### src/imtf_pkg.sv
package imtf_pkg;

   // Size of the symbol list and layout of the reduction tree.
   localparam int NUM_ENTRIES = 256;
   localparam int GROUP_SIZE  = 16;
   localparam int NUM_GROUPS  = NUM_ENTRIES / GROUP_SIZE;
   localparam int ENTRY_WIDTH = 8;

   typedef logic [ENTRY_WIDTH-1:0] entry_type;

   // Control broadcast from the sequencer to every cell.
   typedef struct packed {
      logic      restore;
      logic      shift;
      entry_type rank;
      entry_type symbol;
   } cell_ctrl_type;

   // Initial order of the list: the four 32-entry quarters of the lower half appear
   // in reverse order, each keeping its inner order, and the upper half holds its own positions.
   function automatic entry_type init_entry(input entry_type pos);
      entry_type value;
      value = pos;
      if (!pos[7]) begin
         case (pos[6:5])
            2'b00:   value = {3'b011, pos[4:0]};
            2'b01:   value = {3'b010, pos[4:0]};
            2'b10:   value = {3'b001, pos[4:0]};
            default: value = {3'b000, pos[4:0]};
         endcase
      end
      return value;
   endfunction

endpackage

### src/imtf_cell.sv
module imtf_cell (
   input  logic                     clock,
   input  logic                     reset,
   input  imtf_pkg::entry_type      pos,
   input  imtf_pkg::cell_ctrl_type  ctrl,
   input  imtf_pkg::entry_type      prev_entry,
   output imtf_pkg::entry_type      entry,
   output imtf_pkg::entry_type      hit_value
);

   imtf_pkg::entry_type entry_ff;
   imtf_pkg::entry_type entry_in;

   // Next entry: restore the initial order, or take part in the move to front.
   // The front cell takes the symbol, cells up to the rank take their neighbour.
   always_comb begin
      entry_in = entry_ff;
      if (ctrl.restore) begin
         entry_in = imtf_pkg::init_entry(pos);
      end else if (ctrl.shift) begin
         if (pos == '0) begin
            entry_in = ctrl.symbol;
         end else if (pos <= ctrl.rank) begin
            entry_in = prev_entry;
         end
      end
   end

   always_ff @(posedge clock) begin
      if (reset) begin
         entry_ff <= imtf_pkg::init_entry(pos);
      end else begin
         entry_ff <= entry_in;
      end
   end

   // Only the cell at the requested rank offers its entry to the tree.
   assign hit_value = (pos == ctrl.rank) ? entry_ff : '0;
   assign entry     = entry_ff;

endmodule

### config.mk
export PLATFORM = sky130hd
export DESIGN_NAME = imtf_cell
export DESIGN_NICKNAME = d
export VERILOG_FILES = /design/src/imtf_pkg.sv /design/src/imtf_cell.sv
export SDC_FILE = /design/constraint.sdc
export NUM_CORES = 1
export LEC_CHECK = 0
export ABC_AREA = 0
export BUFFER_PORTS_ARGS = -buffer_cell sky130_fd_sc_hd__buf_2
export CAP_MARGIN = 20
export CORE_UTILIZATION = 39
export CTS_BUF_LIST = sky130_fd_sc_hd__clkbuf_8 sky130_fd_sc_hd__clkbuf_16
export DETAILED_ROUTE_END_ITERATION = 16
export GPL_ROUTABILITY_DRIVEN = 0
export HOLD_SLACK_MARGIN = 0.06
export PLACE_DENSITY = 0.77
export SLEW_MARGIN = 20
export SYNTH_ARGS = -nofsm -noshare
export SYNTH_HDL_FRONTEND = slang
export SYNTH_SLANG_ARGS = --single-unit
### constraint.sdc
create_clock -name clock -period 2.39 [get_ports clock]
set_input_delay 0.239 -clock clock [delete_from_list [all_inputs] [get_ports clock]]
set_output_delay 0.239 -clock clock [all_outputs]
set_load 0.005 [all_outputs]
==> impl_metrics.ini <==
[cts]
cts_resized = 0
numCtsBuffers = 3
h-tree-depth = 1
cts_buffer_depth = 2
clk_pin_slew_ns = 0.04
cts_setup_buffers = 0
clock-sinks = 8
cts_hold_buf = 0
tritoncts = done
cts-root-buf = clkbuf_8

[global_routing]
grt_pass1_wl_mm = 2.42
grt_max_degree = 18
grt_pass1_vias = 620
antenna_found_initial = 0
grt_usage_pct = 17.4
grt_overflow = 0

[synth]
synth_ff_type = edfxtp_1
netlist_instances = 77
syn-num-nets = 121
synth-edff-count = 8
yosys_warnings = 0
syn-mean-instance-area_um2 = 9.29
ys_types = 17
ys_ff_latch = 8
synthArstFlopShare_pct = 0
netlist_area_um2 = 716
yosysSeqAreaShare_pct = 33.6

[sta]
rsz0062_at_grt = false
fin_crit_sh_pct = 74.9
finalSetupTns_ns = 0
tightest_slew_ns = 0.748
relSlewSlack_pct = 49.9
post-route-min-period_ns = 1.79
report.final.slew_viol_count = 0
max_freq_mhz = 559
hold_violations = 0
setup_viol = 0

[die]
die_area_um2 = 2010
io_pins = 52
fp.dieH_um = 44.8
rows = 15
die_x_um = 44.8
initial_core_util_pct = 41.4
core-area_um2 = 1730

[critical_path]
crit_top_cell = o211ai_1
critical-path-max-stage-delay_ns = 0.61
crit_type = input pin to flip-flop
critPathLaunchType = input pin
worst-path-buf-inv = 1
cp_slowest_cell = o211ai_1
cp_cell_sequence = buf_2 > ha_1 > nor2b_1 > o211ai_1 > a21oi_1 > o211ai_1
crit_family = compound AO/OA/AOI/OAI gates
critPathMaxFanout = 8
required_ns = 2.25
cp-end-kind = flip-flop
crit_arrival_ns = 1.65

[routing]
wl_per_cell_um = 9.97
final_antenna_net_count = 0
drtIter0Drc = 13
dr.pass1.iters = 4
drt-total-wl_mm = 1.57
vias = 749
remaining_drc_errors = 0
drt-vias-per-instance = 4.77

[layout]
final_common_cell = buf_2
area_growth_pct = 47.4
largest_register_ff_count = 8
drive_above_1_share_pct = 44.7
n_antenna_cell = 0
final_cell_mix = 51 x buf_2, 11 x a21oi_1, 10 x nor2_1
final_nets = 178
final_util_pct = 61.1
fill_cells = 164

[power_and_ir_drop]
p_per_area_nw_per_um2 = 432
p_leak_nw = 0.552
peakVddDrop_uv = 139

[placed_design]
portBuffers = 51

[run]
maxCapViolations = 0

[status]
status = finished clean

[worst_hold_path]
holdPathStages = 3
hp-start = pos[1]
worstHoldEndpoint = entry[1]
hold_class = input pin to flip-flop
==> tightest hold or removal path: cells and delay by family <==
kind            cells  cell delay (ns)
simple gates        1             0.04
compound gates      1             0.10
buf+inv             1             0.11
==> synth_stat cells (all sizes together), types with 2 or more instances <==
cell | n | area share (%)
nand4 | 2 | 1.7
and2 | 8 | 7.0
ha | 8 | 14
inv | 9 | 4.7
a21oi | 11 | 7.7
o211ai | 2 | 2.1
or4 | 2 | 3.1
nand2 | 2 | 1.0
mux2i | 8 | 11
nor2 | 11 | 8.0
xnor2 | 2 | 2.4
edfxtp | 8 | 34
==> kinds of logic (layout without fill, tap and decap cells) <==
family / Yosys count / count (layout) / share of synthesized area [%]
and+or+nand+nor: 26 / 26 / 21.9
AOI/OAI and AO/OA: 15 / 15 / 11.7
buffers and inverters: 10 / 65 / 5.24
adders and majority gates: 8 / 8 / 14.0
muxes: 8 / 8 / 11.2
DFF: 8 / 8 / 33.6
xor gates and xnor gates: 2 / 2 / 2.45
==> through the flow <==
step | setup WS (ns) | cell area, µm² | power, mW | std cells | hold slack, ns
2_1_floorplan | 0.615 | 716 | 0.238 | 77 | 0.469
4_1_cts | 0.595 | 1050 | 0.461 | 157 | 0.377
3_5_place_dp | 0.353 | 1010 | 0.299 | 154 | 0.612
3_3_place_gp | 0.435 | 1010 | 0.295 | 154 | 0.615
6_report | 0.600 | 1050 | 0.456 | 157 | 0.377
5_1_grt | 0.486 | 1050 | 0.484 | 157 | 0.387
==> layout make-up <==
class,instances,area [µm²],share of cell area [%]
clock buffer,3,41.3,3.91
inverter,9,33.8,3.20
multi-input combinational,59,438,41.5
sequential,8,240,22.8
tap,25,31.3,2.97
timing repair buffer,53,270,25.6
==> how the worst max path moves through the flow <==
| stage | startpoint | endpoint | slack [ns] | cells after the start |
|---|---|---|---|---|
| floorplan | pos[1] | entry[0] | 0.62 | 4 |
| global placement | pos[1] | entry[6] | 0.43 | 5 |
| detailed placement | pos[1] | entry[2] | 0.35 | 5 |
| CTS | pos[1] | entry[2] | 0.59 | 6 |
| global route | pos[1] | entry[2] | 0.49 | 6 |
| finish | pos[1] | entry[2] | 0.60 | 6 |
==> power by group <==
group | switching [mW] | internal, mW | total, mW
logic | 0.0527 | 0.0584 | 0.111
registers | 0.00658 | 0.178 | 0.184
clock network | 0.0515 | 0.109 | 0.160
total | 0.111 | 0.345 | 0.456
==> metal layers <==
layer	up-vias	global-route usage, %	wire length [µm]	part of all wire [%]
met4	0	12.7	34	2.2
li1	384	-	-	-
met2	41	30.0	714	46
met3	4	3.60	127	8.1
met1	320	18.9	690	44
met5	-	0	0	0
Note: power is estimated with default switching activity, not from simulation.
